[src/rtl/clcd_pkg.sv]
// Shared types, codes and constant tables for the character LCD nibble write sequencer.
package clcd_pkg;

  // Request codes carried on the input tuser.
  localparam logic [1:0] FUNC_CMD  = 2'd0;
  localparam logic [1:0] FUNC_DATA = 2'd1;
  localparam logic [1:0] FUNC_INIT = 2'd2;
  localparam logic [1:0] FUNC_NONE = 2'd3;

  // Configuration register indexes.
  localparam logic CFG_SETUP_DELAY = 1'b0;
  localparam logic CFG_ENABLE_HIGH = 1'b1;

  localparam logic [15:0] SETUP_DELAY_RST = 16'd10000;
  localparam logic [15:0] ENABLE_HIGH_RST = 16'd10000;

  // Pin states within one byte write.
  localparam logic [2:0] STEP_SETUP = 3'd0;
  localparam logic [2:0] STEP_HI_EN = 3'd1;
  localparam logic [2:0] STEP_HI_LO = 3'd2;
  localparam logic [2:0] STEP_LO_EN = 3'd3;
  localparam logic [2:0] STEP_LO_LO = 3'd4;

  localparam int unsigned NumInitBytes = 9;
  localparam logic [3:0] LAST_INIT_IDX = 4'(NumInitBytes - 1);

  // Controller to datapath command group.
  typedef struct packed {
    logic       load;      // latch a new request
    logic       is_init;   // request is the initialization sequence
    logic       emit;      // present one pin state on the output
    logic [2:0] step;      // pin state within the byte
    logic [3:0] byte_idx;  // byte within the initialization sequence
    logic       last;      // this pin state ends the request
  } clcd_cmd_t;

  function automatic logic [7:0] init_cmd(input logic [3:0] idx);
    logic [7:0] c;
    case (idx)
      4'd0:    c = 8'h03;
      4'd1:    c = 8'h03;
      4'd2:    c = 8'h03;
      4'd3:    c = 8'h02;
      4'd4:    c = 8'h02;
      4'd5:    c = 8'h08;
      4'd6:    c = 8'h0C;
      4'd7:    c = 8'h01;
      4'd8:    c = 8'h06;
      default: c = 8'h00;
    endcase
    return c;
  endfunction

  function automatic logic [15:0] init_wait(input logic [3:0] idx);
    logic [15:0] w;
    case (idx)
      4'd0:    w = 16'd10000;
      4'd1:    w = 16'd200;
      4'd2:    w = 16'd10000;
      4'd3:    w = 16'd100;
      4'd4:    w = 16'd100;
      4'd5:    w = 16'd100;
      4'd6:    w = 16'd100;
      4'd7:    w = 16'd100;
      4'd8:    w = 16'd10000;
      default: w = 16'd0;
    endcase
    return w;
  endfunction

endpackage

[src/rtl/clcd_ctrl.sv]
// Sequencing state machine that walks the pin states of a request.
module clcd_ctrl import clcd_pkg::*; (
  input  logic       clk_i,
  input  logic       rst_ni,
  input  logic       in_valid_i,
  input  logic [1:0] in_func_i,
  output logic       in_ready_o,
  input  logic       out_free_i,
  output clcd_cmd_t  cmd_o
);

  localparam logic S_IDLE = 1'b0;
  localparam logic S_RUN  = 1'b1;

  logic       state_q, state_d;
  logic [2:0] step_q, step_d;
  logic [3:0] idx_q, idx_d;
  logic       init_q, init_d;
  logic       accept;
  logic       byte_done;
  logic       req_done;

  assign in_ready_o = (state_q == S_IDLE);
  assign accept     = in_valid_i && in_ready_o;
  assign byte_done  = (step_q == STEP_LO_LO);
  assign req_done   = byte_done && (!init_q || idx_q == LAST_INIT_IDX);

  always_comb begin
    state_d = state_q;
    step_d  = step_q;
    idx_d   = idx_q;
    init_d  = init_q;
    cmd_o   = '0;
    cmd_o.step     = step_q;
    cmd_o.byte_idx = idx_q;
    cmd_o.is_init  = init_q;
    cmd_o.last     = req_done;
    unique case (state_q)
      S_IDLE: begin
        if (accept && in_func_i != FUNC_NONE) begin
          cmd_o.load    = 1'b1;
          cmd_o.is_init = (in_func_i == FUNC_INIT);
          init_d  = (in_func_i == FUNC_INIT);
          step_d  = STEP_SETUP;
          idx_d   = '0;
          state_d = S_RUN;
        end
      end
      S_RUN: begin
        if (out_free_i) begin
          cmd_o.emit = 1'b1;
          if (req_done) begin
            state_d = S_IDLE;
          end else if (byte_done) begin
            step_d = STEP_SETUP;
            idx_d  = idx_q + 4'd1;
          end else begin
            step_d = step_q + 3'd1;
          end
        end
      end
      default: state_d = S_IDLE;
    endcase
  end

  always_ff @(posedge clk_i or negedge rst_ni) begin
    if (!rst_ni) begin
      state_q <= S_IDLE;
      step_q  <= STEP_SETUP;
      idx_q   <= '0;
      init_q  <= 1'b0;
    end else begin
      state_q <= state_d;
      step_q  <= step_d;
      idx_q   <= idx_d;
      init_q  <= init_d;
    end
  end

endmodule

[src/rtl/clcd_dp.sv]
// Datapath: timing registers, pin level state, pin state build and output register.
module clcd_dp import clcd_pkg::*; (
  input  logic        clk_i,
  input  logic        rst_ni,
  input  logic        cfg_we_i,
  input  logic        cfg_index_i,
  input  logic [15:0] cfg_wdata_i,
  input  logic [1:0]  in_func_i,
  input  logic [7:0]  in_value_i,
  input  clcd_cmd_t   cmd_i,
  output logic        out_free_o,
  output logic        out_valid_o,
  input  logic        out_ready_i,
  output logic        out_rs_o,
  output logic        out_en_o,
  output logic [3:0]  out_nibble_o,
  output logic [15:0] out_hold_o,
  output logic        out_last_o
);

  logic [15:0] setup_delay_q, enable_high_q;
  logic        rs_now_q;
  logic [3:0]  nibble_now_q, nibble_now_d;
  logic [7:0]  value_q;
  logic        valid_q;
  logic        en_q, last_q, rs_q;
  logic [3:0]  nib_q;
  logic [15:0] hold_q;

  logic [7:0]  cur_byte;
  logic [3:0]  hi_nib, lo_nib;
  logic        en_d;
  logic [3:0]  nib_d;
  logic [15:0] hold_d;

  assign cur_byte = cmd_i.is_init ? init_cmd(cmd_i.byte_idx) : value_q;
  assign hi_nib   = cur_byte[7:4];
  assign lo_nib   = cur_byte[3:0];

  always_comb begin
    en_d         = 1'b0;
    nib_d        = lo_nib;
    hold_d       = '0;
    nibble_now_d = nibble_now_q;
    unique case (cmd_i.step)
      STEP_SETUP: begin
        nib_d  = nibble_now_q;
        hold_d = setup_delay_q;
      end
      STEP_HI_EN: begin
        en_d   = 1'b1;
        nib_d  = hi_nib;
        hold_d = enable_high_q;
      end
      STEP_HI_LO: nib_d = hi_nib;
      STEP_LO_EN: begin
        en_d   = 1'b1;
        hold_d = enable_high_q;
      end
      STEP_LO_LO: begin
        hold_d       = cmd_i.is_init ? init_wait(cmd_i.byte_idx) : 16'd0;
        nibble_now_d = lo_nib;
      end
      default: ;
    endcase
  end

  assign out_free_o = !valid_q || out_ready_i;

  always_ff @(posedge clk_i or negedge rst_ni) begin
    if (!rst_ni) begin
      setup_delay_q <= SETUP_DELAY_RST;
      enable_high_q <= ENABLE_HIGH_RST;
      rs_now_q      <= 1'b0;
      nibble_now_q  <= '0;
      valid_q       <= 1'b0;
    end else begin
      if (cfg_we_i) begin
        unique case (cfg_index_i)
          CFG_SETUP_DELAY: setup_delay_q <= cfg_wdata_i;
          CFG_ENABLE_HIGH: enable_high_q <= cfg_wdata_i;
          default: ;
        endcase
      end
      if (cmd_i.load) begin
        rs_now_q <= (in_func_i == FUNC_DATA);
      end
      if (cmd_i.emit) begin
        nibble_now_q <= nibble_now_d;
        valid_q      <= 1'b1;
      end else if (out_ready_i) begin
        valid_q <= 1'b0;
      end
    end
  end

  // Payload registers need no reset.
  always_ff @(posedge clk_i) begin
    if (cmd_i.load) begin
      value_q <= in_value_i;
    end
    if (cmd_i.emit) begin
      rs_q   <= rs_now_q;
      en_q   <= en_d;
      nib_q  <= nib_d;
      hold_q <= hold_d;
      last_q <= cmd_i.last;
    end
  end

  assign out_valid_o  = valid_q;
  assign out_rs_o     = rs_q;
  assign out_en_o     = en_q;
  assign out_nibble_o = nib_q;
  assign out_hold_o   = hold_q;
  assign out_last_o   = last_q;

endmodule

[src/rtl/char_lcd_nibble_write_sequencer.sv]
// Top level of the character LCD 4-bit nibble write sequencer.
//
// This block turns one request beat (write a command byte, write a data byte,
// or run the power-up initialization) into a list of pin-state beats for a
// character LCD wired in 4-bit mode. Each output beat gives the register-select
// level, the enable level, the four data pin levels and how many microseconds
// a downstream timer must hold them; tlast marks the final beat of a request.
// A byte write gives five beats: register select with the previous data pins
// held for the setup delay, then the high nibble and the low nibble, each as
// an enable-high beat followed by an enable-low beat. Initialization gives
// nine such bytes (45 beats), with each byte's trailing wait folded into the
// hold of its final beat. The request code 3 is accepted and dropped. Once a
// request is accepted, the controller emits one beat per clock whenever the
// output register is free, and the output side can stall it by holding
// tready low. The next request is taken at the clock edge that follows
// the one that loads the last beat of the current request into the output
// register. The setup delay and enable-high time are written through the
// configuration port (index 0 and 1, both reset to 10000 us); the user is
// to write them only while the block is idle, which the block does not
// enforce.
module char_lcd_nibble_write_sequencer import clcd_pkg::*; (
  input  logic        clk_i,
  input  logic        rst_ni,
  // Configuration write port.
  input  logic        cfg_we_i,
  input  logic        cfg_index_i,
  input  logic [15:0] cfg_wdata_i,
  // Request stream.
  input  logic        s_axis_tvalid,
  output logic        s_axis_tready,
  input  logic [7:0]  s_axis_tdata,   // [7:0] value
  input  logic [1:0]  s_axis_tuser,   // [1:0] func
  // Pin-state stream.
  output logic        m_axis_tvalid,
  input  logic        m_axis_tready,
  output logic [23:0] m_axis_tdata,   // [0] en_level, [4:1] data_nibble, [20:5] hold_us
  output logic [0:0]  m_axis_tuser,   // [0] rs_level
  output logic        m_axis_tlast
);

  clcd_cmd_t   cmd;
  logic        out_free;
  logic        out_rs;
  logic        out_en;
  logic [3:0]  out_nibble;
  logic [15:0] out_hold;

  clcd_ctrl u_ctrl (
    .clk_i      (clk_i),
    .rst_ni     (rst_ni),
    .in_valid_i (s_axis_tvalid),
    .in_func_i  (s_axis_tuser),
    .in_ready_o (s_axis_tready),
    .out_free_i (out_free),
    .cmd_o      (cmd)
  );

  clcd_dp u_dp (
    .clk_i        (clk_i),
    .rst_ni       (rst_ni),
    .cfg_we_i     (cfg_we_i),
    .cfg_index_i  (cfg_index_i),
    .cfg_wdata_i  (cfg_wdata_i),
    .in_func_i    (s_axis_tuser),
    .in_value_i   (s_axis_tdata),
    .cmd_i        (cmd),
    .out_free_o   (out_free),
    .out_valid_o  (m_axis_tvalid),
    .out_ready_i  (m_axis_tready),
    .out_rs_o     (out_rs),
    .out_en_o     (out_en),
    .out_nibble_o (out_nibble),
    .out_hold_o   (out_hold),
    .out_last_o   (m_axis_tlast)
  );

  assign m_axis_tdata = {3'b000, out_hold, out_nibble, out_en};
  assign m_axis_tuser = out_rs;

endmodule

[config.mk]
export PLATFORM = sky130hd
export DESIGN_NAME = char_lcd_nibble_write_sequencer
export DESIGN_NICKNAME = d
export VERILOG_FILES = /design/src/rtl/clcd_pkg.sv /design/src/rtl/clcd_ctrl.sv /design/src/rtl/clcd_dp.sv /design/src/rtl/char_lcd_nibble_write_sequencer.sv
export SDC_FILE = /design/constraint.sdc
export NUM_CORES = 1
export LEC_CHECK = 0
export BUFFER_PORTS_ARGS = -buffer_cell sky130_fd_sc_hd__buf_2
export CORE_UTILIZATION = 55
export DETAILED_ROUTE_END_ITERATION = 10
export GPL_TIMING_DRIVEN = 0
export PLACE_DENSITY_LB_ADDON = 0.1
export SYNTH_ARGS = -nofsm -noshare
export SYNTH_HDL_FRONTEND = slang
export SYNTH_SLANG_ARGS = --single-unit
[constraint.sdc]
create_clock -name clk_i -period 3.7 [get_ports clk_i]
set_input_delay 0.74 -clock clk_i [delete_from_list [all_inputs] [get_ports clk_i]]
set_output_delay 0.74 -clock clk_i [all_outputs]
set_load 0.005 [all_outputs]
==> Yosys cells after proc, flatten, opt, wreduce, memory -nomap -nowiden <==
Memories as Yosys holds them, arrays and structs flattened.
Cells that the tools add are included.
{ "word_totals": {"ff_bits": 78, "latchBits": 0, "ram_bits": 0, "romBits": 224, "inputBits": 32, "wordCells": 75, "memories": 2} }
{ "op_classes": {"n_addsub": 2, "n_mul": 0, "div": 0, "n_lt_le_gt_ge": 0, "n_eq_ne": 12, "shifts": 0, "mux": 25, "bitwise": 2, "reduce_logical": 17} }
{ "mem_list": {"columns": ["memory", "depth", "word_bits", "rd", "rd_clocked_by_memory_dff", "wr", "line", "source"], "rows": [
  ["(name not given)", 16, 10, 1, 0, 0, "clcd_pkg.sv:56", "case (idx)"],
  ["(name not given)", 16, 4, 1, 0, 0, "clcd_pkg.sv:39", "case (idx)"]
]} }
{ "ops": {"columns": ["cell", "n"], "rows": [
  ["16-bit one-hot mux with 3 select lines", 1],
  ["16-bit 2-to-1 mux", 1],
  ["4-bit 2-to-1 mux", 4],
  ["4-bit one-hot mux with 2 select lines", 2],
  ["3-bit 2-to-1 mux", 4],
  ["2-bit != test (second input constant)", 5],
  ["1-bit 2-to-1 mux", 8],
  ["8-bit 2-to-1 mux", 1],
  ["2-bit AND reduction", 4],
  ["3-bit by 2-bit == test with 1-bit output (second input constant)", 2],
  ["3-bit one-hot mux with 2 select lines", 1],
  ["4-bit by 1-bit adder with 4-bit output (second input constant)", 1],
  ["4-bit == test (second input constant)", 1],
  ["2-bit 2-to-1 mux", 2],
  ["4-bit AND reduction", 1],
  ["2-bit OR reduction", 2],
  ["3-bit by 1-bit adder with 3-bit output (second input constant)", 1],
  ["3-bit by 1-bit == test with 1-bit output (second input constant)", 1],
  ["3-bit == test (second input constant)", 1],
  ["1-bit logical AND", 3],
  ["3-bit zero test", 1],
  ["3-bit AND reduction", 1],
  ["2-bit by 1-bit == test with 1-bit output (second input constant)", 1],
  ["2-bit == test (second input constant)", 1],
  ["other kinds (5)", 8]
]} }

==> Logic depth before layout (Yosys ltp) <==
Gate-level depths: netlist (run 1).
{ "logic_depth": {"word_depth": 7, "depth_mapped": 7} }

==> Hierarchy <==
Synthesis (run 1) repeated with hierarchy kept, for this count alone.
{ "unflattened": {"hier_cells": 261, "area_unflattened_um2": 3554.7} }
{ "modules_own_cells": {"columns": ["mod", "n_inst", "cells_per_inst", "area_each_um2", "seq_area_each_um2"], "rows": [
  ["clcd_dp", 1, 187, 2891.5, 1894.3],
  ["clcd_ctrl", 1, 69, 629.4, 225.2],
  ["char_lcd_nibble_write_sequencer", 1, 5, 33.8, 0.0]
]} }

==> Worst setup path after synthesis (run 1) <==
OpenSTA, ideal clock, no wires.
{ "synth_path": {"kind": "input-to-reg", "start": "in s_axis_tuser[0]", "end": "reg u_dp.nib_q[0] (netlist: u_dp.out_nibble_o[0]) (data pin)", "setup_ns": 0.268, "t_arrival_ns": 1.718, "t_required_ns": 3.432, "slack_ns": 1.714, "path_stages": 5, "path_buffers": 0, "path_cell_list": "or3b_4 -> a21o_4 -> clkinv_4 -> mux2i_1 -> o211ai_1"} }
{ "synth_via": {"elab_chain_cells": 6, "word_cells_on_any_way": 7, "classes_between": "eq/ne (2); mux (4); reduce/logical (1)"} }
{ "synth_rtl": {"columns": ["element", "line", "source"], "rows": [
  ["start, declared", "char_lcd_nibble_write_sequencer.sv:32", "input logic [1:0] s_axis_tuser,"],
  ["2-bit != test", "clcd_ctrl.sv:40", "if (accept && in_func_i != FUNC_NONE) begin"],
  ["1-bit logical AND", "clcd_ctrl.sv:40", null],
  ["2-bit 2-to-1 mux (*)", "clcd_ctrl.sv:40", null],
  ["2-bit 2-to-1 mux (*)", "clcd_ctrl.sv:38", "unique case (state_q)"],
  ["8-bit 2-to-1 mux (*)", "clcd_dp.sv:36", "assign cur_byte = cmd_i.is_init ? init_cmd(cmd_i.byte_idx) : value_q;"],
  ["4-bit one-hot mux with 2 select lines (*)", "clcd_dp.sv:45", "unique case (cmd_i.step)"],
  ["named net u_dp.nib_d[0]", "clcd_dp.sv:33", "logic [3:0] nib_d;"],
  ["end signal, assigned", "clcd_dp.sv:105", "nib_q <= nib_d;"],
  ["end, declared", "clcd_dp.sv:27", "logic [3:0] nib_q;"]
]} }
The timed path passes the listed nets; every way through them passes the cells marked *.
A chain may end at the register's enable or synchronous reset.

==> Worst setup path after layout (run 1) <==
{ "layout_path": {"start": "reg u_ctrl.step_q[0]", "end": "reg u_ctrl.idx_q[2]"} }
{ "layout_via": {"elab_chain_cells": 4, "word_cells_on_any_way": 5, "classes_between": "eq/ne (3); reduce/logical (2)"} }
{ "layout_rtl": {"columns": ["element", "line", "source"], "rows": [
  ["start, declared", "clcd_ctrl.sv:16", "logic [2:0] step_q, step_d;"],
  ["start signal, assigned", "clcd_ctrl.sv:74", "step_q <= step_d;"],
  ["3-bit == test (*)", "clcd_ctrl.sv:25", "assign byte_done = (step_q == STEP_LO_LO);"],
  ["1-bit logical AND", "clcd_ctrl.sv:26", "assign req_done = byte_done && (!init_q || idx_q == LAST_INIT_IDX);"],
  ["2-bit != test (no line)", null, null],
  ["4-bit AND reduction (no line) (*)", null, null],
  ["end signal, assigned", "clcd_ctrl.sv:75", "idx_q <= idx_d;"],
  ["end, declared", "clcd_ctrl.sv:17", "logic [3:0] idx_q, idx_d;"]
]} }
Every way passes the cells marked *; elsewhere a longest branch is shown, timed or not.

==> metrics.cfg, run 1 <==
[run_status]
status=completed

[synth]
synth-edff-count=31
synth_ff_type=dfrtp_1
syn_avg_cell_area_um2=13.1
seq_area_frac_synth_pct=61.0
ys_warn_count=0
synth_common_cells=dfrtp_1, mux2_2, edfxtp_1, nand2_1, a22oi_1
yosys.area.top_type_share_pct=26.8
yosysUniqueCellTypes=44
ys_ff_latch=78
yosys.area.top_type=edfxtp_1
yosysMostFrequentCell=dfrtp_1
syn_inst=265
yosys-top-cells-area=edfxtp_1, dfrtp_1, mux2_2, dfstp_2, ha_1
synthesis.area_um2=3480
synthArstFlopShare_pct=60.3

[drt]
routed_wl_um=6780
viasPerCell=5.62
ant_nets=0
num_vias=2328
top_layer_used=met4
routedWlPerCell_um=16.4
wl_met1_um=3130
firstDrtPassIters=4
met2_length_um=3250
drt_iter0_markers=137
dr_wl_met3_um=375
drc=0

[worst_hold_path]
hold_class=reg -> reg

[worst_setup_path]
cpLargestDelayFamily=compound AO/OA/AOI/OAI gates
cp_slowest_cell=o21ai_0
start_kind=register
crit_arrival_ps=2380
cp_cell_sequence=inv_1 -> ha_1 -> and2_2 -> nand3_1 -> o21ai_0 -> mux2i_1
critPathKind=reg -> reg
crit_buf_inv=1
max_stage_delay_ps=530
critPathRequiredTime_ps=3980
worstSetupEndpointType=register
critPathMaxFanout=10

[clock_tree]
cts_root_buf=clkbuf_8
cts_tree=done
cts_resized=0
cts_inserted_buffers=9
hold_buffers=0
clkTransAtPathRegs_ps=80
cts.path.max_buffers=2
cts.sinks=78
post-cts-setup-buffers=0
cts_max_level=3
clk_latency_ps=350

[sta]
final_hold_viol_count=0
min_period_over_period_pct=56.9
finClkSkew_ps=8.32
fmax_mhz=475
worstMarginPinSlew_ps=1040
slew_violations=0
layout_setup_ws_ps=1590
rsz0062_at_grt=no
period_needed_ps=2110
setup_tns_ps=0
setup_violations=0
maxSlewHeadroom_pct=30.6

[place]
placed_cell_area_um2=3860
dp_slack_ps=1360
io_buffers=56
place_hpwl_um=4600
gp_congestion=0.823

[final_layout]
design_area_um2=4090
drive_gt1_share_pct=37.8
areaGrowthSynthToFinish_pct=17.7
seq_area_um2=2120
multi_input_area_um2=1230
fill_cells=475
nNetsFinal=377
n_antenna_cell=0

[power]
leakagePower_nw=1.77
p_per_area_nw_per_um2=760
ir_worst_vdd_mv=0.409

[die]
die_y_um=81.5
fp-row-count=28
io_pins=60
initial_core_util_pct=58.0
design.die.area_um2=6640
core_um2=5990
die_w_um=81.5

[grt]
grt_max_degree=48
grt_pass1_wl_um=10800
gr-total-overflow=0
grt_pass1_vias=2252
grt.total_usage_pct=22.7
antenna_found_initial=0

[run]
maxCapViolCount=0

sequential cells by signal, summed over array words and instances, names as in the netlist:
| name | count |
|---|---|
| u_ctrl.idx_q | 4 |
| u_ctrl.state_q | 1 |
| u_ctrl.step_q | 3 |
| u_dp.out_valid_o | 1 |
| u_dp.rs_now_q | 1 |
| u_dp.enable_high_q | 16 |
| u_dp.out_nibble_o | 4 |
| u_dp.setup_delay_q | 16 |
| u_ctrl.init_q | 1 |
| u_dp.nibble_now_q | 4 |
| u_dp.out_hold_o | 16 |
| u_dp.out_rs_o | 1 |
| u_dp.out_en_o | 1 |
| u_dp.out_last_o | 1 |
| u_dp.value_q | 8 |
path summary, 6_finish.rpt:
| kind | cells after the start | to | start | slack, ps |
|---|---|---|---|---|
| worst max-delay path | 6 | u_ctrl.idx_q[2] | u_ctrl.step_q[0] | 1590 |
| worst min-delay path | 0 | u_dp.out_rs_o | u_dp.rs_now_q | 470 |
| worst max register to register | 6 | u_ctrl.idx_q[2] | u_ctrl.step_q[0] | 1590 |
| worst min register to register | 0 | u_dp.out_rs_o | u_dp.rs_now_q | 470 |
| max in group asynchronous | 1 | u_dp.nibble_now_q[0] | rst_ni | 2480 |
| min in group asynchronous | 1 | u_dp.out_valid_o | rst_ni | 570 |
kinds of logic (layout without fill, tap and decap cells):
logic type      Yosys count  in the layout  share of synthesized area [%]
flops                    78             78                           61.0
simple gates             55             55                           7.85
compound gates           52             52                           10.3
mux                      40             40                           12.7
buf+inv                  27             99                           3.82
fa+ha+maj                12             12                           4.25
other cells               1              3                          0.108
layer usage:
| layer | track usage [%] | vias to the layer above |
|---|---|---|
| met5 | 0 | - |
| met4 | 6.61 | 0 |
| met3 | 7.22 | 2 |
| met2 | 34.9 | 71 |
| met1 | 30.7 | 1152 |
| li1 | - | 1103 |
per-stage QoR:
stage / instances / total power [mW] / hold slack, ps / utilization [%]
2_1_floorplan: 267 / 2.05 / 426 / -
3_3_place_gp: 398 / 2.40 / 435 / 64.4
6_report: 414 / 3.11 / 469 / 68.3
3_5_place_dp: 398 / 2.43 / 436 / 64.4
5_1_grt: 414 / 3.33 / 475 / 68.3
4_1_cts: 414 / 3.12 / 467 / 68.3
layout make-up:
| cell class | count | share of cell area [%] |
|---|---|---|
| Sequential cell | 78 | 51.8 |
| Multi-Input combinational cell | 162 | 30.1 |
| Timing Repair Buffer | 56 | 6.85 |
| Clock buffer | 14 | 5.29 |
| Tap cell | 75 | 2.29 |
| Buffer | 14 | 1.93 |
| Inverter | 13 | 1.32 |
| Clock inverter | 2 | 0.398 |
cell usage in the layout, fill, tap and decap left out, drive strengths merged, types with 3 or more instances in the layout:
cell / n
nand3: 6
clkbuf: 20
buf: 64
a22oi: 16
edfxtp: 31
dfrtp: 37
conb: 3
nor2: 12
inv: 12
a21oi: 6
nand3b: 3
nand2: 19
mux2i: 6
mux2: 34
o211ai: 6
o21ai: 14
dfstp: 10
ha: 11
report_power, final:
group	total (mW)	switching (mW)	internal [mW]	leakage, nW
combinational	1.05	0.615	0.437	0.810
clock	0.698	0.311	0.387	0.114
sequential	1.36	0.126	1.23	0.847
Power figures use the tool's default switching activity.
==> inputs of run 2 (changes only) <==
==> constraint.sdc (replaced) <==
create_clock -name clk_i -period 2.1 [get_ports clk_i]
set_input_delay 0.42 -clock clk_i [delete_from_list [all_inputs] [get_ports clk_i]]
set_output_delay 0.42 -clock clk_i [all_outputs]
set_load 0.005 [all_outputs]
==> run 2 against run 1 <==
Non-clock buffer count decreased by 1. Critical path depth did not move. Sequential power is 76% higher. Setup slack lost 1400 ps. Largest power group unchanged. Sequential cell count unchanged. First-iteration DRC count down 12%. Maximum frequency rose by 9.9%. Clock skew fell by 0.64 ps. Worst hold slack worse by 230 ps. Global-route usage stayed put. Combinational power rose by 77%.
==> metrics.cfg, run 2 (synthesis gave the netlist of run 1 again) <==
[worst_setup_path]
endpoint=u_dp.out_nibble_o[0]  ; was u_ctrl.idx_q[2]
crit_start=u_ctrl.state_q  ; was u_ctrl.step_q[0]
crit_arrival_ps=2000  ; was 2380 ps
ff2ff_path_depth=6  ; unchanged
worst-r2r-setup-slack_ps=180  ; was 1590 ps
max_stage_delay_ps=400  ; was 530 ps
r2r_start=u_ctrl.state_q  ; was u_ctrl.step_q[0]
cp_slowest_cell=or3b_4  ; was o21ai_0
start_kind=register  ; unchanged
critPathMaxFanout=9  ; was 10
worstSetupEndpointType=register  ; unchanged
critPathKind=reg -> reg  ; unchanged
regToRegEndpoint=u_dp.out_nibble_o[0]  ; was u_ctrl.idx_q[2]
critPathRequiredTime_ps=2180  ; was 3980 ps
cp_cell_sequence=buf_6 -> or3b_4 -> a21o_4 -> clkinv_4 -> mux2i_1 -> o211ai_1  ; was inv_1 -> ha_1 -> and2_2 -> nand3_1 -> o21ai_0 -> mux2i_1

[die]
io_pins=60  ; unchanged
core_um2=5990  ; unchanged
die_w_um=81.5  ; unchanged
fp-row-count=28  ; unchanged
initial_core_util_pct=58.0  ; unchanged
design.die.area_um2=6640  ; unchanged
die_y_um=81.5  ; unchanged

[drt]
ant_nets=0  ; unchanged
viasPerCell=5.64  ; was 5.62
num_vias=2328  ; unchanged
drc=0  ; unchanged
routed_wl_um=6730  ; was 6780 um
routedWlPerCell_um=16.3  ; was 16.4 um
firstDrtPassIters=4  ; unchanged
drt_iter0_markers=121  ; was 137

[sta]
worstMarginPinSlew_ps=1030  ; was 1040 ps
layout_setup_ws_ps=183  ; was 1590 ps
setup_violations=0  ; unchanged
final_hold_viol_count=0  ; unchanged
fmax_mhz=522  ; was 475 MHz
period_needed_ps=1920  ; was 2110 ps
slew_violations=0  ; unchanged
setup_tns_ps=0  ; unchanged
finClkSkew_ps=7.69  ; was 8.32 ps
rsz0062_at_grt=no  ; unchanged
min_period_over_period_pct=91.3  ; was 56.9%
maxSlewHeadroom_pct=31.6  ; was 30.6%

[place]
dp_slack_ps=19.0  ; was 1360 ps
gp_congestion=0.823  ; unchanged
place_hpwl_um=4600  ; unchanged
io_buffers=56  ; unchanged
placed_cell_area_um2=3860  ; unchanged

[power]
ir_worst_vdd_mv=0.713  ; was 0.409 mV
power_switching_mw=1.86  ; was 1.05 mW
finalPower_mw=5.49  ; was 3.11 mW
seqPwrFrac_pct=43.7  ; about the same
clock_power_share_pct=22.4  ; about the same
leakagePower_nw=1.77  ; about the same
internal_power_mw=3.63  ; was 2.06 mW
p_per_area_nw_per_um2=1340  ; was 760 nW/um2
p_sw_share_pct=33.9  ; about the same
combPwrFrac_pct=33.9  ; was 33.8%

[clock_tree]
cts_root_buf=clkbuf_8  ; unchanged
clkTransAtPathRegs_ps=80  ; about the same
hold_buffers=0  ; unchanged
cts_inserted_buffers=9  ; unchanged
cts_tree=done  ; unchanged
cts.sinks=78  ; unchanged
cts_max_level=3  ; unchanged
cts.path.max_buffers=2  ; unchanged
clk_latency_ps=350  ; about the same

[final_layout]
fill_cells=473  ; was 475
n_antenna_cell=0  ; unchanged
design_area_um2=4100  ; was 4090 um2
drive_gt1_share_pct=38.5  ; was 37.8%
post-route-util_pct=68.4  ; was 68.3%
areaGrowthSynthToFinish_pct=17.9  ; was 17.7%
layout_commonest_cell=buf_2  ; unchanged
layout_common_cells=buf_2, dfrtp_1, mux2_2, edfxtp_1, nand2_1  ; unchanged
nNetsFinal=376  ; was 377

[grt]
grt_pass1_vias=2252  ; unchanged
grt_max_degree=48  ; unchanged
grt_pass1_wl_um=10800  ; unchanged
gr-total-overflow=0  ; unchanged
antenna_found_initial=0  ; unchanged
grt.total_usage_pct=22.7  ; unchanged

[run_status]
status=completed  ; unchanged

[run]
maxCapViolCount=0  ; unchanged

[worst_hold_path]
hold_class=in -> reg  ; was reg -> reg

## run 2: changes by cell type in the layout (fill, tap and decap cells not counted), sizes merged
cell and change:
buf -1
## run 2: metal layers
layer	part of all wire, %	up-vias	track usage [%]
li1	-	1100	-
met1	46	1142	30.7
met2	48	81	34.9
met3	5.8	5	7.22
met4	0.52	0	6.61
met5	0	-	0
## run 2: how the worst min path moves through the flow
stage / cells past startpoint / from / end
floorplan: 0 / rst_ni / u_ctrl.idx_q[0]
global placement: 0 / u_dp.rs_now_q / u_dp.out_rs_o
detailed placement: 0 / u_dp.rs_now_q / u_dp.out_rs_o
CTS: 1 / s_axis_tdata[5] / u_dp.value_q[5]
global route: 1 / s_axis_tdata[5] / u_dp.value_q[5]
finish: 1 / s_axis_tdata[3] / u_dp.value_q[3]
## run 2: cell type report
class                   count  area [um2]  area share [%]
plain buffers              13        77.6            1.89
flip-flops and latches     78        2120            51.7
well taps                  75        93.8            2.29
multi-input cells         162        1240            30.2
clock buffers              14         216            5.28
inverters                  13        53.8            1.31
repair buffers             56         280            6.84
clock inverters             2        16.3           0.397
## run 2: power groups by stage
| stage | clock, mW | combinational [mW] | sequential, mW |
|---|---|---|---|
| detailed placement | 0 | 1.85 | 2.42 |
| floorplan | 0 | 1.20 | 2.41 |
| finish | 1.23 | 1.86 | 2.40 |
| CTS | 1.25 | 1.86 | 2.40 |
| global route | 1.31 | 2.11 | 2.46 |
| global placement | 0 | 1.81 | 2.41 |
## run 2: worst max-delay path: cells and delay by family, from the launching register on
kind | cells | cell delay [ps]
mux | 1 | 270
buf+inv | 2 | 230
flops | 1 | 370
compound gates | 2 | 380
simple gates | 1 | 400
## run 2: repair_timing
item,in CTS,in global routing
endpoints found under the hold margin,0,0
gates cloned,0,0
buffers inserted,0,0
pin swaps,0,0
setup endpoints to repair,1,6
resized for setup,1,3
## run 2: per-stage QoR
| step | std cells | hold WS (ps) |
|---|---|---|
| 2_1_floorplan | 267 | 124 |
| 3_3_place_gp | 398 | 435 |
| 6_report | 413 | 241 |
| 3_5_place_dp | 398 | 436 |
| 4_1_cts | 414 | 231 |
| 5_1_grt | 413 | 224 |
==> inputs of run 3 (changes only) <==
--- a/config.mk
+++ b/config.mk
@@ -12,4 +12,5 @@
 export PLACE_DENSITY_LB_ADDON = 0.1
 export SYNTH_ARGS = -nofsm -noshare
 export SYNTH_HDL_FRONTEND = slang
+export SYNTH_HIERARCHICAL = 1
 export SYNTH_SLANG_ARGS = --single-unit
==> run 3 against run 2 <==
First-iteration DRC count is 11% higher. Critical endpoint is now u_dp/out_hold_o[4]. Clock power is 15% lower. Non-clock buffer count is 8 higher. Area after synthesis is 2.3% higher. Sequential cell count stayed put. Via count is 3.4% higher. Die area is 2.2% higher. Global-route usage is 1.3 points higher.
==> metrics.cfg, run 3 <==
[run_status]
status=completed  ; unchanged

[clock_tree]
cts_root_buf=clkbuf_8  ; unchanged
cts.sinks=78  ; unchanged
cts_inserted_buffers=9  ; unchanged
cts_max_level=3  ; unchanged
clkTransAtPathRegs_ps=80  ; about the same
hold_buffers=0  ; unchanged
cts.path.max_buffers=2  ; unchanged
cts_tree=done  ; unchanged
clk_latency_ps=360  ; was 350 ps

[final_layout]
n_antenna_cell=0  ; unchanged
areaGrowthSynthToFinish_pct=18.0  ; was 17.9%
layout_common_cells=buf_2, dfrtp_1, mux2_2, edfxtp_1  ; was buf_2, dfrtp_1, mux2_2, edfxtp_1, nand2_1
seq_area_um2=2120  ; about the same
layout_commonest_cell=buf_2  ; unchanged
multi_input_area_um2=1320  ; was 1240 um2
drive_gt1_share_pct=42.4  ; was 38.5%
fill_cells=466  ; was 473
design_area_um2=4200  ; was 4100 um2
nNetsFinal=376  ; unchanged
post-route-util_pct=69.2  ; was 68.4%

[drt]
routedWlPerCell_um=17.3  ; was 16.3 um
drt_iter0_markers=134  ; was 121
viasPerCell=5.80  ; was 5.64
drc=0  ; unchanged
routed_wl_um=7160  ; was 6730 um
ant_nets=0  ; unchanged
firstDrtPassIters=4  ; unchanged
num_vias=2407  ; was 2328

[synth]
synth-edff-count=31  ; unchanged
yosys-top-cells-area=edfxtp_1, dfrtp_1, mux2_2, dfstp_2, a221o_1  ; was edfxtp_1, dfrtp_1, mux2_2, dfstp_2, ha_1
ys_ff_latch=78  ; unchanged
seq_area_frac_synth_pct=59.6  ; was 61.0%
synthAdderAreaFrac_pct=3.17  ; was 4.25%
yosys.area.top_type_share_pct=26.2  ; was 26.8%
yosysUniqueCellTypes=46  ; was 44
synth_top_family_by_area=compound AO/OA/AOI/OAI gates  ; was multiplexers
synth.area.mux_share_pct=10.8  ; was 12.7%
syn_avg_cell_area_um2=13.6  ; was 13.1 um2
synth_compound_area_share_pct=12.6  ; was 10.3%
yosysMostFrequentCell=dfrtp_1  ; unchanged
synth_ff_type=dfrtp_1  ; unchanged
synthArstFlopShare_pct=60.3  ; unchanged
syn_inst=261  ; was 265
synth_common_cells=dfrtp_1, mux2_2, edfxtp_1, inv_1, a221o_1  ; was dfrtp_1, mux2_2, edfxtp_1, nand2_1, a22oi_1
ys_warn_count=6  ; was 0
synthesis.area_um2=3550  ; was 3480 um2
synth_xor_area_share_pct=0.246  ; was 0%
synthSimpleGateAreaFrac_pct=9.29  ; was 7.85%
yosys.area.top_type=edfxtp_1  ; unchanged

[sta]
maxSlewHeadroom_pct=30.0  ; was 31.6%
slew_violations=0  ; unchanged
setup_tns_ps=0  ; unchanged
fmax_mhz=507  ; was 522 MHz
min_period_over_period_pct=93.8  ; was 91.3%
rsz0062_at_grt=no  ; unchanged
finClkSkew_ps=9.57  ; was 7.69 ps
hold-worst-slack_ps=238  ; was 241 ps
worstMarginPinSlew_ps=1050  ; was 1030 ps
setup_violations=0  ; unchanged
final_hold_viol_count=0  ; unchanged
period_needed_ps=1970  ; was 1920 ps

[grt]
gr-total-overflow=0  ; unchanged
grt.total_usage_pct=23.9  ; was 22.7%
grt_util_met3_pct=7.80  ; was 7.22%
grt_pass1_wl_um=11500  ; was 10800 um
grtUsageMet1_pct=31.3  ; was 30.7%
busiest_layer=met2  ; unchanged
antenna_found_initial=0  ; unchanged
met2_usage_pct=38.1  ; was 34.9%
grt_max_degree=48  ; unchanged
grt_pass1_vias=2334  ; was 2252

[place]
place_hpwl_um=4690  ; was 4600 um
placed_cell_area_um2=3940  ; was 3860 um2
io_buffers=56  ; unchanged
gp_congestion=0.784  ; was 0.823

[worst_setup_path]
max_stage_delay_ps=380  ; was 400 ps
cp_cell_sequence=buf_4 -> nand2b_4 -> nor2_4 -> o22a_1 -> buf_6 -> nand4bb_4 -> a2111oi_4 -> buf_4 -> a221o_1  ; was buf_6 -> or3b_4 -> a21o_4 -> clkinv_4 -> mux2i_1 -> o211ai_1
endpoint=u_dp/out_hold_o[4]  ; was u_dp.out_nibble_o[0]
regToRegEndpoint=u_dp/out_hold_o[4]  ; was u_dp.out_nibble_o[0]
critPathKind=reg -> reg  ; unchanged
worstSetupEndpointType=register  ; unchanged
start_kind=register  ; unchanged
crit_arrival_ps=2190  ; was 2000 ps
cp_slowest_cell=dfrtp_1  ; was or3b_4
cp_common_cell=buf_4
ff2ff_path_depth=9  ; was 6
critPathMaxFanout=10  ; was 9
r2r_start=u_ctrl/state_q  ; was u_ctrl.state_q
worst-r2r-setup-slack_ps=130  ; was 180 ps
critPathRequiredTime_ps=2320  ; was 2180 ps
crit_start=u_ctrl/state_q  ; was u_ctrl.state_q

[die]
design.die.area_um2=6790  ; was 6640 um2
io_pins=60  ; unchanged
initial_core_util_pct=58.6  ; was 58.0%
fp-row-count=28  ; unchanged
die_w_um=82.4  ; was 81.5 um
core_um2=6060  ; was 5990 um2
die_y_um=82.4  ; was 81.5 um

[worst_hold_path]
hold_class=in -> async  ; was in -> reg

[run]
maxCapViolCount=0  ; unchanged

[power]
leakagePower_nw=1.83  ; was 1.77 nW
ir_worst_vdd_mv=0.809  ; was 0.713 mV
p_per_area_nw_per_um2=1340  ; about the same

==> run 3: changes by cell type in the layout (fill, tap and decap cells not counted), sizes merged, moves of 4 or more <==
cell,previous run,this run
clkbuf,20,13
mux2i,6,0
a31oi,0,4
a22o,0,6
nor2,12,8
a221o,1,12
nand2,19,8
o21ai,14,6
a22oi,16,0
buf,63,75
nand2b,1,5
o211ai,6,1
nor2b,2,6
==> run 3: how the worst min path moves through the flow <==
stage                     depth (start not counted)       startpoint                   end
after detailed placement                          0    u_dp/rs_now_q         u_dp/out_rs_o
after global routing                              1  s_axis_tdata[2]       u_dp/value_q[2]
final                                             1           rst_ni  u_dp/nibble_now_q[1]
after floorplan                                   0           rst_ni       u_ctrl/idx_q[0]
after CTS                                         1  s_axis_tdata[4]       u_dp/value_q[4]
after global placement                            0    u_dp/rs_now_q         u_dp/out_rs_o
==> run 3: cell families after synthesis <==
kind of cell | count (synthesis)
multiplexers | 34
AND/OR/NAND/NOR | 53
other | 1
AO/OA/AOI/OAI | 55
buffers and inverters | 30
XOR/XNOR | 1
adder cells (fa/ha/maj) | 9
flip-flops | 78
==> run 3: cell type report <==
class | instances | share of cell area (%)
sequential | 78 | 50.6
tap | 75 | 2.24
timing repair buffer | 60 | 7.40
clock buffer | 11 | 3.64
inverter | 13 | 1.25
timing repair inverter | 1 | 0.119
multi-input combinational | 155 | 31.6
clock inverter | 5 | 0.775
buffer | 17 | 2.48
==> run 3: report_power, final <==
part	switching, mW	leakage, nW	internal [mW]
Combinational	1.11	0.897	0.943
Clock	0.544	0.0948	0.500
Sequential	0.315	0.840	2.21
Total	1.97	1.83	3.66
==> run 3: critical path: cells and delay by family (launching register included) <==
family,cells,cell delay (ps)
buf+inv,3,510
compound gates,3,510
simple gates,3,450
flops,1,380
==> run 3: timing repair <==
item / 4_1_cts / 5_1_grt
cloned: 1 / 0
pin swaps: 2 / 2
setup buffers: 3 / 1
setup endpoints to repair: 11 / 7
resized for setup: 3 / 4
==> run 3: per-stage QoR <==
stage	power, mW	worst slack, ps	instances
final	5.63	129	415
after global routing	6.01	39.8	415
after CTS	5.61	33.5	414
after detailed placement	4.49	-348	394
after global placement	4.42	-360	394
after floorplan	3.81	69.9	263
==> run 3: routing by layer <==
layer / vias to the layer above / part of all wire, %
li1: 1127 / -
met1: 1200 / 45
met2: 74 / 49
met3: 6 / 5.3
met4: 0 / 0.99
met5: - / 0
